<file path="config.mk">
export PLATFORM = sky130hd
export DESIGN_NAME = edg_sqrt_cell
export DESIGN_NICKNAME = d
export VERILOG_FILES = /design/src/rtl/edg_pkg.sv /design/src/rtl/edg_sqrt_cell.sv
export SDC_FILE = /design/constraint.sdc
export NUM_CORES = 1
export LEC_CHECK = 0
export BUFFER_PORTS_ARGS = -buffer_cell sky130_fd_sc_hd__buf_2
export CORE_MARGIN = 2
export CORE_UTILIZATION = 40
export CTS_CLUSTER_SIZE = 12
export DETAILED_ROUTE_END_ITERATION = 7
export GPL_ROUTABILITY_DRIVEN = 0
export GPL_TIMING_DRIVEN = 0
export PLACE_DENSITY = 0.67
export SYNTH_ARGS = -nofsm -noshare
export SYNTH_HDL_FRONTEND = slang
export SYNTH_SLANG_ARGS = --single-unit
</file>
<file path="constraint.sdc">
create_clock -name clk_i -period 0.86 [get_ports clk_i]
set_input_delay 0.258 -clock clk_i [delete_from_list [all_inputs] [get_ports clk_i]]
set_output_delay 0.258 -clock clk_i [all_outputs]
set_load 0.01 [all_outputs]
</file>
<file path="src/rtl/edg_pkg.sv">
// ----------------------------------------------------------------------------
// edg_pkg
// Shared types and constants of the 3x3 edge gradient filter: window and
// pipeline word layouts, filter modes and configuration register indexes.
// ----------------------------------------------------------------------------
package edg_pkg;

  localparam int unsigned PIX_W      = 8;
  localparam int unsigned WIN        = 3;   // window side, one pixel of pad
  localparam int unsigned FIRST_EMIT = 2;   // first column and row with a full window
  localparam int unsigned CFG_DATA_W = 11;
  localparam int unsigned CFG_IDX_W  = 1;

  // square root datapath: sum of two 8-bit squares, 9-bit root
  localparam int unsigned SQ_REM_W   = 17;
  localparam int unsigned SQ_ROOT_W  = 9;
  localparam int unsigned SQ_TRIAL_W = 20;

  typedef logic [PIX_W-1:0] pix_t;

  localparam pix_t PIX_MAX = 8'd255;

  localparam logic [1:0] ROW_FULL = 2'd2;

  typedef enum logic [1:0] {
    MODE_PREWITT = 2'd0,
    MODE_SOBEL   = 2'd1,
    MODE_LAPLACE = 2'd2
  } filter_mode_e;

  localparam logic [CFG_IDX_W-1:0] CFG_FILTER_MODE  = 1'b0;
  localparam logic [CFG_IDX_W-1:0] CFG_PADDED_WIDTH = 1'b1;

  // window rows: 0 oldest line, 2 current line; columns: 2 newest pixel
  typedef logic [WIN-1:0][WIN-1:0][PIX_W-1:0] win_t;

  typedef struct packed {
    logic valid;
    logic last;
    win_t win;
  } win_stage_t;

  typedef struct packed {
    logic                 valid;
    logic                 lap;
    logic                 last;
    pix_t                 cx;
    pix_t                 cy;
    logic [SQ_REM_W-1:0]  rem;
    logic [SQ_ROOT_W-1:0] root;
  } sq_t;

endpackage

</file>
<file path="src/rtl/edg_sqrt_cell.sv">
// ----------------------------------------------------------------------------
// edg_sqrt_cell
// One digit of a restoring square root: tries root bit K against the
// remainder and hands the word to the next cell.
// ----------------------------------------------------------------------------
module edg_sqrt_cell #(
  parameter int unsigned K = 0
) (
  input  logic         clk_i,
  input  logic         rst_ni,
  input  logic         en_i,
  input  edg_pkg::sq_t cell_i,
  output edg_pkg::sq_t cell_o
);

  localparam int unsigned TW = edg_pkg::SQ_TRIAL_W;

  logic [TW-1:0] trial;
  logic          take;
  edg_pkg::sq_t  nxt;
  edg_pkg::sq_t  cell_q;

  // (2*root + 2^K) * 2^K; root holds only bits above K
  assign trial = (TW'(cell_i.root) << (K + 1)) | (TW'(1) << (2 * K));
  assign take  = trial <= TW'(cell_i.rem);

  always_comb begin
    nxt = cell_i;
    if (take) begin
      nxt.rem  = cell_i.rem - edg_pkg::SQ_REM_W'(trial);
      nxt.root = cell_i.root | (edg_pkg::SQ_ROOT_W'(1) << K);
    end
  end

  always_ff @(posedge clk_i or negedge rst_ni) begin
    if (!rst_ni) begin
      cell_q <= '0;
    end else if (en_i) begin
      cell_q <= nxt;
    end
  end

  assign cell_o = cell_q;

endmodule

</file>
==> impl_results.md <==
* CTS Buffer Depth at 2
* Via density at 5.076
* Routed vias at 2142
* Largest cells by area after synthesis: dfrtp_1 (46%), mux2_2 (13%), ha_1 (5.1%)
* TritonCTS sink count at 45
* Placed Cells at 384
* Gr ovfl total at 0
* Post-DP HPWL at 4.339 mm
* Post-Layout Cell Count at 422
* First-pass GRT wire length at 9.777 mm
* Final Core Density at 0.6135
* Fmax at 487.0 MHz
* Worst VDD drop at 0.0008208 V
* Setup TNS at -30.04 ns
* Max FFs per register at 45
* Worst Setup Slack, final at -1.193 ns
* Failing checks: hold timing, setup timing
* Clk_skew at 0 ns
* Max-slew headroom at 0.5854
* Synthesized area per cell at 11.27 sq um
* Startpoint Class: primary input
* Sequential fraction of the synthesis area at 0.4585
* Max-cap violations at 0
* CP endpoint kind: register
* Worst r2r src: cell_o[0]$_DFFE_PN0P_
* Final Hold Fails at 17
* Power density over the cells at 1618 mW/mm^2
* Post-synth cell types at 46
* Slew at the pin with the worst max-slew slack at 0.6219 ns
* Clk slew on worst S/H paths at 0.09 ns
* Hold crit path type: primary input to async pin
* Status: finished, violations left
* Final setup viols at 67
* Worst r2r dst: cell_o[0]$_DFFE_PN0P_
* Clock latency on the worst-skew pair at 0.30 ns
* Total Routed Length at 6.131 mm
* Synth top cells by count: dfrtp_1 (45), mux2_2 (28), nor2_1 (21)
* Worst R2R Path Depth at 4
* Core area at 0.005921 sq mm
* Pre-antenna DRT Iters at 4
* CP Class: primary input to register
* Mapped Nets at 277
* Post-synthesis cell count at 218
* Async S/R FF share, synth at 1.000
* Worst setup path start: cell_i[8]
* CP max FO at 5
* Minimum clock period after layout at 2.053 ns
* Row cnt at 28
* Num ports at 93
* Die width at 82.36 microns
* Cts bufs inserted at 5
* Routed len/inst at 14.53 microns
* WP data required at 1.03 ns
* R2r setup slk at -0.02 ns
* Synth warnings at 0
* Total power at 5879 uW
* Layout cells sized above 1 at 0.5418
* P_leak at 0.001734 uW
* # diodes at 0
* Final Net Count at 405
* CP Data Arrival Time at 2.23 ns
* Final ANT Viol Nets at 0
* Die area at 0.006783 sq mm
* Drt initial violations at 61
* Yosys top cell area share at 0.4585
* Area grow syn2layout at 47.89%
* Count leader, synth: dfrtp_1
* GRT Resource Usage Total at 0.1859
* Vias in the first global route at 2156
* Unrepaired setup endpoints after global routing: true
* CTS tree: built
* Pre-CTS setup slack at -1.730 ns
* Register bit total from synthesis at 45
* EDFF count, synth at 0
* Synthesized cell area at 0.002456 sq mm
* Initial Util at 0.4148
* Final Hold Slack at -0.01496 ns
* Cts-stage hold buffer count at 0
* Leading area contributor after synthesis: dfrtp_1
* IO Port Bufs at 91
* Top_reg_cell synth: dfrtp_1
* Initial antenna violation count at 0
* Drt drc at 0
* Number of H-tree levels at 2
* Period utilization at 2.387
* Die height at 82.36 microns
* Clk root buf: clkbuf_8
* Pin count of the biggest net entering global routing at 46
* Final Max Tran Viols at 0
-- layout make-up --
class | instances | area, sq um
Buffer | 7 | 101.3
Clock buffer | 6 | 82.58
Clock inverter | 2 | 37.54
Fill cell | 510 | 2288
Inverter | 15 | 68.82
Multi-Input combinational cell | 152 | 1371
Sequential cell | 45 | 1126
Tap cell | 75 | 93.84
Timing Repair Buffer | 120 | 750.7
-- power breakdown --
part	internal (uW)	switching (uW)	total, uW
registers	2360	120	2480
logic	895	809	1700
clock network	945	749	1690
-- placed cells by master, fill, tap and decap left out, types with 5 or more instances in the layout --
| cell type | n |
|---|---|
| buf_4 | 25 |
| buf_6 | 8 |
| clkbuf_8 | 8 |
| mux2_2 | 25 |
| nor2_1 | 20 |
| ha_1 | 8 |
| inv_1 | 14 |
| dfrtp_1 | 45 |
| nand2_1 | 5 |
| xnor2_1 | 6 |
| a21oi_1 | 12 |
| buf_2 | 84 |
-- worst max-delay path, stage by stage --
cell and delay [ns]:
buf_12 0.09, inv_12 0.03, ha_4 0.14, or4_4 0.42, or4_4 0.45, nor2_4 0.14
o2111ai_4 0.22, buf_8 0.21, mux2i_1 0.17, a21oi_1 0.08
-- worst max path at each step --
stage,to,slack [ns]
after floorplan,cell_o[9]$_DFFE_PN0P_,-1.35
after global routing,cell_o[15]$_DFFE_PN0P_,-1.24
after detailed placement,cell_o[18]$_DFFE_PN0P_,-1.73
after CTS,cell_o[0]$_DFFE_PN0P_,-1.18
after global placement,cell_o[18]$_DFFE_PN0P_,-1.74
final,cell_o[18]$_DFFE_PN0P_,-1.19
-- routing by layer --
layer | track usage | vias to the layer above | wire [microns]
met5 | 0 | - | 0
met2 | 0.3153 | 71 | 2967
met4 | 0.04333 | 0 | 61
li1 | - | 1042 | -
met3 | 0.05652 | 6 | 482
met1 | 0.2316 | 1023 | 2620
-- repair_timing --
| item | 4_1_cts | 5_1_grt |
|---|---|---|
| resized for setup | 10 | 26 |
| cloned | 2 | 0 |
| pin swaps | 3 | 8 |
| endpoints found under the hold margin | 0 | 0 |
| setup buffers | 19 | 9 |
| endpoints found under the setup margin | 63 | 113 |
-- logic make-up (layout without fill, tap and decap cells) --
logic type / count (synthesis) / after routing / share of synthesized area
xor+xnor: 9 / 9 / 0.03210
compound gates: 48 / 49 / 0.1488
flops: 45 / 45 / 0.4585
mux: 35 / 35 / 0.1589
simple gates: 48 / 48 / 0.09833
fa+ha+maj: 11 / 11 / 0.05909
buf+inv: 22 / 150 / 0.04432
-- per-stage QoR --
step	area, sq um	hold slack, ns
global route	3632	0.04167
finish	3632	-0.01496
detailed placement	3102	0.4727
CTS	3457	0.1542
floorplan	2552	-0.03759
global placement	3102	0.4749
Note: power is estimated with default switching activity, not from simulation.
