===== src/rtl/edg_pkg.sv =====
// ----------------------------------------------------------------------------
// edg_pkg
// Shared types and constants of the 3x3 edge gradient filter: window and
// pipeline word layouts, filter modes and configuration register indexes.
// ----------------------------------------------------------------------------
package edg_pkg;

  localparam int unsigned PIX_W      = 8;
  localparam int unsigned WIN        = 3;   // window side, one pixel of pad
  localparam int unsigned FIRST_EMIT = 2;   // first column and row with a full window
  localparam int unsigned CFG_DATA_W = 11;
  localparam int unsigned CFG_IDX_W  = 1;

  // square root datapath: sum of two 8-bit squares, 9-bit root
  localparam int unsigned SQ_REM_W   = 17;
  localparam int unsigned SQ_ROOT_W  = 9;
  localparam int unsigned SQ_TRIAL_W = 20;

  typedef logic [PIX_W-1:0] pix_t;

  localparam pix_t PIX_MAX = 8'd255;

  localparam logic [1:0] ROW_FULL = 2'd2;

  typedef enum logic [1:0] {
    MODE_PREWITT = 2'd0,
    MODE_SOBEL   = 2'd1,
    MODE_LAPLACE = 2'd2
  } filter_mode_e;

  localparam logic [CFG_IDX_W-1:0] CFG_FILTER_MODE  = 1'b0;
  localparam logic [CFG_IDX_W-1:0] CFG_PADDED_WIDTH = 1'b1;

  // window rows: 0 oldest line, 2 current line; columns: 2 newest pixel
  typedef logic [WIN-1:0][WIN-1:0][PIX_W-1:0] win_t;

  typedef struct packed {
    logic valid;
    logic last;
    win_t win;
  } win_stage_t;

  typedef struct packed {
    logic                 valid;
    logic                 lap;
    logic                 last;
    pix_t                 cx;
    pix_t                 cy;
    logic [SQ_REM_W-1:0]  rem;
    logic [SQ_ROOT_W-1:0] root;
  } sq_t;

endpackage


===== src/rtl/edg_kernel.sv =====
// ----------------------------------------------------------------------------
// edg_kernel
// Gradient or Laplacian over the 3x3 window, clamp, then the sum of squares
// that feeds the square root cells.
// ----------------------------------------------------------------------------
module edg_kernel (
  input  logic                clk_i,
  input  logic                rst_ni,
  input  logic                en_i,
  input  logic [1:0]          mode_i,
  input  edg_pkg::win_stage_t stage_i,
  output edg_pkg::sq_t        sq_o
);

  function automatic logic signed [11:0] ext(input edg_pkg::pix_t p);
    return $signed({4'b0000, p});
  endfunction

  function automatic logic signed [11:0] wt(input edg_pkg::pix_t p, input logic dbl);
    return dbl ? (ext(p) <<< 1) : ext(p);
  endfunction

  function automatic edg_pkg::pix_t clamp(input logic signed [11:0] v);
    edg_pkg::pix_t r;
    if (v < 0) begin
      r = '0;
    end else if (v > $signed(12'(edg_pkg::PIX_MAX))) begin
      r = edg_pkg::PIX_MAX;
    end else begin
      r = v[7:0];
    end
    return r;
  endfunction

  edg_pkg::win_t          w;
  logic                   sobel;
  logic                   lap_mode;
  logic signed [11:0]     gx, gy, lap;
  edg_pkg::pix_t          cx_d, cy_d;

  logic                   s3_valid_q, s3_last_q, s3_lap_q;
  edg_pkg::pix_t          s3_cx_q, s3_cy_q;
  logic [15:0]            sqx, sqy;
  edg_pkg::sq_t           sq_q;

  assign w        = stage_i.win;
  assign sobel    = mode_i == edg_pkg::MODE_SOBEL;
  assign lap_mode = mode_i >= edg_pkg::MODE_LAPLACE;

  assign gx  = (ext(w[0][2]) + wt(w[1][2], sobel) + ext(w[2][2]))
             - (ext(w[0][0]) + wt(w[1][0], sobel) + ext(w[2][0]));
  assign gy  = (ext(w[2][0]) + wt(w[2][1], sobel) + ext(w[2][2]))
             - (ext(w[0][0]) + wt(w[0][1], sobel) + ext(w[0][2]));
  assign lap = ext(w[0][1]) + ext(w[2][1]) + ext(w[1][0]) + ext(w[1][2])
             - (ext(w[1][1]) <<< 2);

  assign cx_d = lap_mode ? clamp(lap) : clamp(gx);
  assign cy_d = lap_mode ? '0 : clamp(gy);

  always_ff @(posedge clk_i) begin
    if (en_i) begin
      s3_last_q <= stage_i.last;
      s3_lap_q  <= lap_mode;
      s3_cx_q   <= cx_d;
      s3_cy_q   <= cy_d;
    end
  end

  assign sqx = 16'(s3_cx_q) * 16'(s3_cx_q);
  assign sqy = 16'(s3_cy_q) * 16'(s3_cy_q);

  always_ff @(posedge clk_i or negedge rst_ni) begin
    if (!rst_ni) begin
      s3_valid_q <= 1'b0;
      sq_q       <= '0;
    end else if (en_i) begin
      s3_valid_q <= stage_i.valid;
      sq_q.valid <= s3_valid_q;
      sq_q.lap   <= s3_lap_q;
      sq_q.last  <= s3_last_q;
      sq_q.cx    <= s3_cx_q;
      sq_q.cy    <= s3_cy_q;
      sq_q.rem   <= edg_pkg::SQ_REM_W'(sqx) + edg_pkg::SQ_REM_W'(sqy);
      sq_q.root  <= '0;
    end
  end

  assign sq_o = sq_q;

endmodule


===== config.mk =====
export PLATFORM = sky130hd
export DESIGN_NAME = edg_kernel
export DESIGN_NICKNAME = d
export VERILOG_FILES = /design/src/rtl/edg_pkg.sv /design/src/rtl/edg_kernel.sv
export SDC_FILE = /design/constraint.sdc
export NUM_CORES = 1
export LEC_CHECK = 0
export BUFFER_PORTS_ARGS = -buffer_cell sky130_fd_sc_hd__buf_4
export CAP_MARGIN = 0
export CELL_PAD_IN_SITES_DETAIL_PLACEMENT = 0
export CELL_PAD_IN_SITES_GLOBAL_PLACEMENT = 1
export CORE_AREA = 2 2 150 152
export CTS_CLUSTER_SIZE = 16
export DETAILED_ROUTE_END_ITERATION = 8
export DIE_AREA = 0 0 152 154
export HOLD_SLACK_MARGIN = 0.12
export PLACE_DENSITY_LB_ADDON = 0.2
export SYNTH_ARGS = -nofsm -noshare
export SYNTH_HDL_FRONTEND = slang
export SYNTH_SLANG_ARGS = --single-unit

===== constraint.sdc =====
create_clock -name clk_i -period 13.47 [get_ports clk_i]
set_clock_uncertainty 0.1 [all_clocks]
set_input_delay 1.347 -clock clk_i [delete_from_list [all_inputs] [get_ports clk_i]]
set_output_delay 1.347 -clock clk_i [all_outputs]
set_load 0.05 [all_outputs]

==> results of run 1 <==
layout make-up:
type / count / area (um^2)
repair buffers: 115 / 863
clock inverters: 3 / 28.8
multi-input cells: 625 / 6960
flip-flops and latches: 55 / 1470
well taps: 280 / 350
fillers: 2090 / 10800
clock buffers: 5 / 125
inverters: 290 / 1090
kinds of logic after synthesis:
| kind of cell | synth area share (%) |
|---|---|
| adder cells (fa/ha/maj) | 46.2 |
| buffers and inverters | 12.8 |
| XOR/XNOR | 2.64 |
| flip-flops | 15.2 |
| AND/OR/NAND/NOR | 8.72 |
| multiplexers | 6.23 |
| other | 0.0390 |
| AO/OA/AOI/OAI | 8.16 |
sequential cells by signal, indices dropped and copies added (netlist names):
signal and flops:
s3_last_q 1, s3_lap_q 1, s3_cy_q 8, sq_o 36, s3_valid_q 1, s3_cx_q 8
per-stage QoR:
stage | hold slack (ns) | cell area [um^2] | worst slack [ns] | utilization, %
finish | 0.384 | 10900 | 6.99 | 50.2
detailed placement | 0.370 | 10700 | 6.72 | 49.5
floorplan | 0.354 | 9650 | 7.22 | -
global placement | 0.356 | 10700 | 6.78 | 49.5
CTS | 0.389 | 10900 | 7.01 | 50.2
global route | 0.397 | 10900 | 6.63 | 50.2
metal layers:
| layer | vias to the layer above | part of all wire [%] | track usage [%] |
|---|---|---|---|
| met5 | - | 0 | 0 |
| met1 | 3256 | 45 | 24.6 |
| met3 | 15 | 2.0 | 0.705 |
| met4 | 0 | 1.5 | 3.52 |
| li1 | 3221 | - | - |
| met2 | 121 | 51 | 33.6 |
cells in the final DEF (no fill, tap or decap), drive strengths merged, types with 8 or more instances in the layout:
master  instances
conb            9
o21a           13
inv           293
nand3           8
dfrtp          37
o21ai          24
ha             91
buf           115
fa            165
a211oi          8
xnor2          23
nand2          51
and2           32
a21oi          25
edfxtp         18
nor2           29
mux2           47
a21o           11
nor2b          13
synthesized netlist by cell type, types with 7 or more instances:
| library cell | instances | area [um^2] |
|---|---|---|
| a211oi_1 | 7 | 52.6 |
| o21a_1 | 13 | 97.6 |
| fa_1 | 165 | 3300 |
| mux2_2 | 47 | 529 |
| ha_1 | 91 | 1140 |
| a21oi_1 | 25 | 125 |
| o21ai_0 | 23 | 115 |
| nand3_1 | 8 | 40.0 |
| dfrtp_1 | 37 | 926 |
| nor2_1 | 29 | 109 |
| nor2b_1 | 13 | 81.3 |
| buf_4 | 9 | 67.6 |
| and2_1 | 31 | 194 |
| nand2_1 | 51 | 191 |
| mux2i_1 | 7 | 70.1 |
| edfxtp_1 | 18 | 541 |
| inv_1 | 290 | 1090 |
| clkbuf_1 | 18 | 67.6 |
| xnor2_1 | 23 | 201 |
| a21o_1 | 11 | 82.6 |
final timing paths:
check	start	endpoint	depth (start not counted)
max	mode_i[1]	s3_cx_q[2]	18
min	s3_last_q	sq_o[42]	1
max reg2reg	s3_cx_q[4]	sq_o[25]	18
min reg2reg	s3_last_q	sq_o[42]	1
max in group asynchronous	rst_ni	sq_o[23]	1
min in group asynchronous	rst_ni	sq_o[11]	1
critical path, cell delays in order:
cell      delay, ns
buf_4          0.16
nor2b_4        0.11
buf_4          0.42
mux2_2         0.41
fa_1           0.48
inv_1          0.05
fa_1           0.52
inv_1          0.05
fa_1           0.52
inv_1          0.04
ha_1           0.36
a21oi_1        0.18
o22ai_1        0.12
o41ai_1        0.52
mux2_2         0.41
o211a_1        0.16
a311oi_4       0.39
o211ai_2       0.15
==> flow_metrics.py, run 1 <==
metrics = {
    "synth": {
        "synth_area_per_cell_um2": 9.71,
        "synth_edf_count": 18,
        "synthArstFlopShare_pct": 67.3,
        "yosysWarnings": 0,
        "synth_flop_cell": "dfrtp_1",
        "syn_inst": 991,
        "yosys.cell_types.count": 63,
        "yosysSeqAreaShare_pct": 15.2,
        "synth_seq_cells": 55,
        "synth_area_um2": 9620,
    },
    "clock_tree": {
        "clock_path_buffers": 2,
        "clock_sinks": 55,
        "holdBufCountCts": 0,
        "post_cts_buffers": 0,
        "cts_resized": 0,
        "cts_root_buf": "clkbuf_16",
        "tritoncts.num_buffers": 5,
        "clock_latency_ns": 0.30,
        "cts_tree": "yes",
        "htree_levels": 2,
        "path_clk_slew_ns": 0.08,
    },
    "global_routing": {
        "grt_max_degree": 61,
        "antenna_found_initial": 0,
        "grt.overflow.total": 0,
        "grt_pass1_vias": 6993,
        "grt_pass1_wl_mm": 35.0,
        "grt.total_usage_pct": 18.4,
    },
    "outcome": {
        "run_status": "complete, no violations",
    },
    "layout": {
        "area_growth_pct": 13.1,
        "drive_above_1_share_pct": 16.9,
        "layout.nets": 1427,
        "finalNonFillerCells": 1373,
        "n_antenna_cell": 0,
    },
    "placement": {
        "place_congestion": 0.880,
        "portBuffers": 114,
        "dp.cells": 1365,
        "detailedPlacementHpwl_mm": 18.7,
    },
    "run": {
        "maxCapViolations": 0,
    },
    "worst_setup_path": {
        "path_class": "input port to flop",
        "startpoint_type": "input port",
        "cp_max_fo": 46,
        "cp.required_ns": 13.41,
        "rrSetupSlack_ns": 7.39,
        "endpoint_kind": "flop",
        "worstPathArrival_ns": 6.42,
    },
    "floorplanning": {
        "row_count": 54,
        "dieHeight_um": 154,
        "dieArea_um2": 23400,
        "core_um2": 21700,
        "dieWidth_um": 152,
        "initial_utilization_pct": 44.4,
        "io_pins": 124,
    },
    "timing": {
        "setup_violations": 0,
        "fin_crit_sh_pct": 48.1,
        "finalHoldViolCount": 0,
        "rsz0062_at_grt": "no",
        "fin_crit_ns": 6.48,
        "max_freq_ghz": 0.154,
        "fin_setup_tns_ns": 0,
        "final_max_slew_viol_count": 0,
        "slew-limit-headroom_pct": 50.2,
        "tightest_slew_ns": 0.747,
    },
    "drt": {
        "num_vias": 6613,
        "drt-initial-drc-count": 231,
        "post_drt_wl_per_cell_um": 15.4,
        "vias_per_cell": 4.82,
        "drc": 0,
        "wl_mm": 21.1,
        "first_pass_iters": 5,
        "drtAntennaViolNets": 0,
    },
    "min_path": {
        "hp-class": "flop to flop",
    },
}
Power of run 1 is not shown: default switching activity piles up to over one toggle a cycle in this logic, so the estimate is an artifact.
==> inputs of run 2 (changes only) <==
Settings changed: ABC_AREA set to 1, CORE_AREA 2 2 150 152 to 2 2 153 155, DIE_AREA 0 0 152 154 to 0 0 155 157.
Clock period 13.47 ns to 6.7 ns, I/O delays scaled along.
==> run 2 against run 1 <==
Effect of this change:
- first-iteration DRC count fell by 1.3%
- setup slack worse by 5.8 ns
- area after synthesis increased by 4.1%
- cell area grew 3.3%
- via count grew 15%
- worst hold slack got worse by 0.16 ns
- non-clock buffer count increased by 1
- global-route usage rose by 2.3 points
- sequential cell count did not move
- sequential share of layout area down 0.42 points
- die area is 4.0% higher
- register-to-register slack lost 6.2 ns
==> flow_metrics.py, run 2 <==
metrics = {
    "synth": {
        "synth_top_family_by_area": "adder cells",
        "synth_fa_ha_area_share_pct": 44.3,
        "synth_compound_area_share_pct": 5.41,
        "yosysSeqAreaShare_pct": 14.6,
        "synthArstFlopShare_pct": 67.3,
        "synth_flop_cell": "dfrtp_1",
        "synthTopCellsByArea": "fa_1 (33%), inv_1 (14%), ha_1 (11%)",
        "yosys.area_share.simple_pct": 17.0,
        "synth_area_um2": 10000,
        "synth_seq_cells": 55,
        "synthMuxAreaShare_pct": 0,
        "yosysMostFrequentCell": "inv_1",
        "yosysTopAreaCellShare_pct": 33.0,
        "synth_edf_count": 18,
        "yosys.cell_types.count": 39,
        "yosysWarnings": 0,
        "synth_area_per_cell_um2": 7.97,
        "syn_inst": 1256,
        "yosysTopAreaCell": "fa_1",
        "synth.cells.most_frequent": "inv_1 (368), nand2_1 (284), fa_1 (165)",
        "synth-xor-area-share_pct": 2.64,
    },
    "worst_setup_path": {
        "worstSetupStartpoint": "s3_cx_q[4]",
        "rrSetupSlack_ns": 1.20,
        "r2r_cells": 16,
        "path_class": "flop to flop",
        "cp_max_fo": 10,
        "r2r_start": "s3_cx_q[4]",
        "startpoint_type": "flop",
        "r2r-end": "sq_o[18]",
        "crit_end": "sq_o[18]",
        "cp.required_ns": 6.78,
        "worstPathArrival_ns": 5.57,
        "endpoint_kind": "flop",
    },
    "layout": {
        "n_antenna_cell": 0,
        "multiInputGateArea_um2": 6980,
        "fillerInstances": 2228,
        "fin_area_um2": 11200,
        "layout_common_cells": "inv_1 (368), nand2_1 (284), fa_1 (165), buf_4 (116), ha_1 (91)",
        "final-seq-area_um2": 1470,
        "finalNonFillerCells": 1629,
        "final_common_cell": "inv_1",
        "area_growth_pct": 12.2,
        "layout.nets": 1678,
        "drive_above_1_share_pct": 11.4,
        "largest_reg_flops": 36,
    },
    "timing": {
        "worst_slack_ns": 1.20,
        "rsz0062_at_grt": "no",
        "fin_setup_tns_ns": 0,
        "fin_crit_ns": 5.50,
        "max_freq_ghz": 0.182,
        "slew-limit-headroom_pct": 52.6,
        "final_max_slew_viol_count": 0,
        "finalHoldViolCount": 0,
        "fin_crit_sh_pct": 82.0,
        "tightest_slew_ns": 0.704,
        "setup_violations": 0,
    },
    "clock_tree": {
        "cts_root_buf": "clkbuf_16",
        "clock_sinks": 55,
        "cts_tree": "yes",
        "tritoncts.num_buffers": 5,
        "holdBufCountCts": 0,
        "clock_path_buffers": 2,
        "htree_levels": 2,
        "clock_latency_ns": 0.30,
        "post_cts_buffers": 0,
        "cts_resized": 0,
        "path_clk_slew_ns": 0.08,
    },
    "global_routing": {
        "grt_max_degree": 49,
        "grt.total_usage_pct": 20.7,
        "grt_pass1_vias": 8163,
        "antenna_found_initial": 0,
        "grt_pass1_wl_mm": 39.2,
        "grt.overflow.total": 0,
    },
    "floorplanning": {
        "dieArea_um2": 24300,
        "dieHeight_um": 157,
        "io_pins": 124,
        "core_um2": 22500,
        "row_count": 55,
        "dieWidth_um": 155,
        "initial_utilization_pct": 44.5,
    },
    "placement": {
        "dp_slack_ns": 1.24,
        "detailedPlacementHpwl_mm": 21.3,
        "dp.cells": 1621,
        "portBuffers": 114,
        "place_congestion": 0.879,
        "place_area_um2": 11100,
    },
    "drt": {
        "wl_mm": 24.0,
        "first_pass_iters": 4,
        "num_vias": 7595,
        "post_drt_wl_per_cell_um": 14.7,
        "drc": 0,
        "drtAntennaViolNets": 0,
        "drt-initial-drc-count": 228,
        "vias_per_cell": 4.66,
    },
    "min_path": {
        "hp-class": "input port to async pin",
    },
    "outcome": {
        "run_status": "complete, no violations",
    },
    "run": {
        "maxCapViolations": 0,
    },
}
[run 2: kinds of logic (layout without fill, tap and decap cells)]
kind of cell / Yosys count / after routing
buffers and inverters: 415 / 495
and+or+nand+nor: 402 / 402
adders and majority gates: 256 / 256
AOI/OAI and AO/OA: 99 / 99
DFF: 55 / 55
xor gates and xnor gates: 28 / 28
other: 1 / 9
[run 2: metal layers]
layer / GRT usage (%) / share of wire (%) / up-vias
met2: 40.0 / 53 / 182
met3: 3.00 / 4.3 / 47
met1: 22.5 / 39 / 3564
met5: 0 / 0 / -
li1: - / - / 3802
met4: 8.55 / 4.1 / 0
[run 2: critical path, stage by stage, from the launching register on]
cell      delay [ns]
edfxtp_1        0.60
nand2_1         0.20
fa_1            0.53
fa_1            0.57
inv_1           0.06
fa_1            0.48
fa_1            0.56
inv_1           0.05
fa_1            0.47
inv_1           0.05
fa_1            0.45
ha_1            0.37
a21oi_1         0.21
o21ai_0         0.14
a21oi_1         0.24
xor2_1          0.20
o21ai_0         0.09
[run 2: worst min path at each step]
stage	startpoint	endpoint
after global placement	s3_last_q	sq_o[42]
after CTS	rst_ni	sq_o[22]
after detailed placement	s3_lap_q	sq_o[43]
after global routing	rst_ni	sq_o[12]
after floorplan	rst_ni	s3_valid_q
final	rst_ni	sq_o[12]
[run 2: area by class of cell]
cell class              instances  area share [%]
inverters                     371            12.4
clock buffers                   7            1.37
well taps                     285            3.17
multi-input cells             794            62.2
repair buffers                116            7.75
flip-flops and latches         55            13.1
clock inverters                 1           0.100
[run 2: per-stage QoR]
step	utilization, %	hold WS [ns]
after global routing	49.9	0.258
after global placement	49.2	0.328
after CTS	49.9	0.237
final	49.9	0.224
after floorplan	-	0.274
after detailed placement	49.2	0.341
Power of run 2 is left out for the same reason.
==> inputs of run 3 (changes only) <==
Clock period 6.7 ns to 5.55 ns, I/O delays scaled along.
==> run 3 against run 2 <==
Effect of this change:
- global-route usage is 0.25 points lower
- largest cell class unchanged
- cell area is 1.3% higher
- first-iteration DRC count is 44% higher
- final cell count is 1.2% higher
- setup slack worse by 0.94 ns
- critical path type unchanged
- via count is 0.25% lower
- clock-buffer cell count is 2 lower
- utilization is 0.63 points higher
- non-clock buffer count is 20 higher
- sequential cell count stayed put
- worst hold slack worse by 0.11 ns
- register-to-register slack worse by 0.94 ns
==> flow_metrics.py, run 3 (same netlist as run 2, synthesis figures left out) <==
metrics = {
    "drt": {
        "vias_per_cell": 4.59,
        "drtAntennaViolNets": 0,
        "drc": 0,
        "post_drt_wl_per_cell_um": 14.3,
        "num_vias": 7576,
        "drt-initial-drc-count": 328,
        "wl_mm": 23.6,
        "first_pass_iters": 4,
    },
    "timing": {
        "worst_slack_ns": 0.260,
        "max_freq_ghz": 0.189,
        "final_max_slew_viol_count": 0,
        "tightest_slew_ns": 0.554,
        "rsz0062_at_grt": "no",
        "setup_violations": 0,
        "fin_crit_sh_pct": 95.3,
        "fin_crit_ns": 5.29,
        "slew-limit-headroom_pct": 62.7,
        "finalHoldViolCount": 0,
        "fin_setup_tns_ns": 0,
    },
    "placement": {
        "place_congestion": 0.868,
        "place_area_um2": 11100,
        "dp_slack_ns": 0.184,
        "detailedPlacementHpwl_mm": 21.0,
        "portBuffers": 114,
    },
    "run": {
        "maxCapViolations": 0,
    },
    "layout": {
        "final_common_cell": "inv_1",
        "n_antenna_cell": 0,
        "area_growth_pct": 13.6,
        "layout_common_cells": "inv_1 (368), nand2_1 (284), fa_1 (165), buf_4 (136), ha_1 (91)",
        "layout.nets": 1698,
        "fin_area_um2": 11400,
        "drive_above_1_share_pct": 12.9,
        "largest_reg_flops": 36,
    },
    "worst_setup_path": {
        "crit_family": "adder cells",
        "worstPathArrival_ns": 5.39,
        "cp.required_ns": 5.65,
        "cpMostUsedCell": "fa_1",
        "r2r_start": "s3_cx_q[4]",
        "path_buf_inv": 4,
        "worstSetupStartpoint": "s3_cx_q[4]",
        "path_class": "flop to flop",
        "startpoint_type": "flop",
        "crit_chain": "nand2_1, fa_1, fa_1, inv_1, fa_1, fa_1, inv_1, fa_1, inv_1, fa_1, ha_1, nand2_1, inv_1, a21boi_2, o21ai_1, or2_1, nand3_1, nand2_1",
        "max_stage_delay_ns": 0.55,
        "slowest_stage": "fa_1",
        "cp_max_fo": 8,
        "endpoint_kind": "flop",
    },
    "clock_tree": {
        "tritoncts.num_buffers": 5,
        "htree_levels": 2,
        "clock_latency_ns": 0.30,
        "clock_sinks": 55,
        "clock_path_buffers": 2,
        "cts_root_buf": "clkbuf_16",
        "cts_tree": "yes",
        "path_clk_slew_ns": 0.08,
    },
    "floorplanning": {
        "dieHeight_um": 157,
        "dieArea_um2": 24300,
        "io_pins": 124,
        "dieWidth_um": 155,
        "initial_utilization_pct": 44.5,
        "core_um2": 22500,
        "row_count": 55,
    },
    "global_routing": {
        "grt_pass1_wl_mm": 39.0,
        "grt.total_usage_pct": 20.4,
        "grt.overflow.total": 0,
        "grt_pass1_vias": 7886,
        "grt_max_degree": 44,
        "antenna_found_initial": 0,
    },
    "min_path": {
        "hp-class": "input port to async pin",
    },
    "outcome": {
        "run_status": "complete, no violations",
    },
}
run 3: changes by cell type in the layout (fill, tap and decap cells not counted):
cell       delta
inv_4         +1
clkbuf_1      -1
o21ai_0       -1
clkinv_1      +1
buf_4        +20
o21ai_1       +1
a21oi_2       +3
clkbuf_16     -1
a21oi_1       -3
run 3: final timing paths:
kind / endpoint / slack (ns) / depth (start not counted)
hold reg to reg: sq_o[43] / 0.36 / 2
setup reg to reg: sq_o[19] / 0.26 / 18
setup / recovery: sq_o[19] / 0.26 / 18
max in group asynchronous: sq_o[37] / 4.88 / 1
hold / removal: sq_o[12] / 0.11 / 1
min in group clk_i: s3_last_q / 0.32 / 1
run 3: per-stage QoR:
step           utilization (%)  hold slack, ns  cells
3_3_place_gp              49.5           0.329   1631
2_1_floorplan                -           0.159   1264
6_report                  50.6           0.109   1649
4_1_cts                   50.2           0.127   1639
5_1_grt                   50.6           0.144   1649
3_5_place_dp              49.5           0.339   1631
run 3: layer usage:
layer  vias to the layer above  part of all wire, %  GRT usage [%]
met2                       130                   55           41.1
met4                         0                  1.7           4.06
met5                         -                    0              0
li1                       3842                    -              -
met1                      3588                   39           22.9
met3                        16                  4.0           2.67
run 3: cell type report:
| type | count | area, um^2 |
|---|---|---|
| clock inverters | 3 | 21.3 |
| flip-flops and latches | 55 | 1470 |
| repair buffers | 136 | 1020 |
| multi-input cells | 794 | 7000 |
| well taps | 285 | 357 |
| clock buffers | 5 | 125 |
| fillers | 2299 | 11100 |
| inverters | 371 | 1390 |
run 3: repair_timing:
item / 4_1_cts / 5_1_grt
endpoints found under the setup margin: 0 / 7
hold buffers: 0 / 0
gates resized for setup: 0 / 4
setup buffers: 0 / 10
Power of run 3 is left out for the same reason.
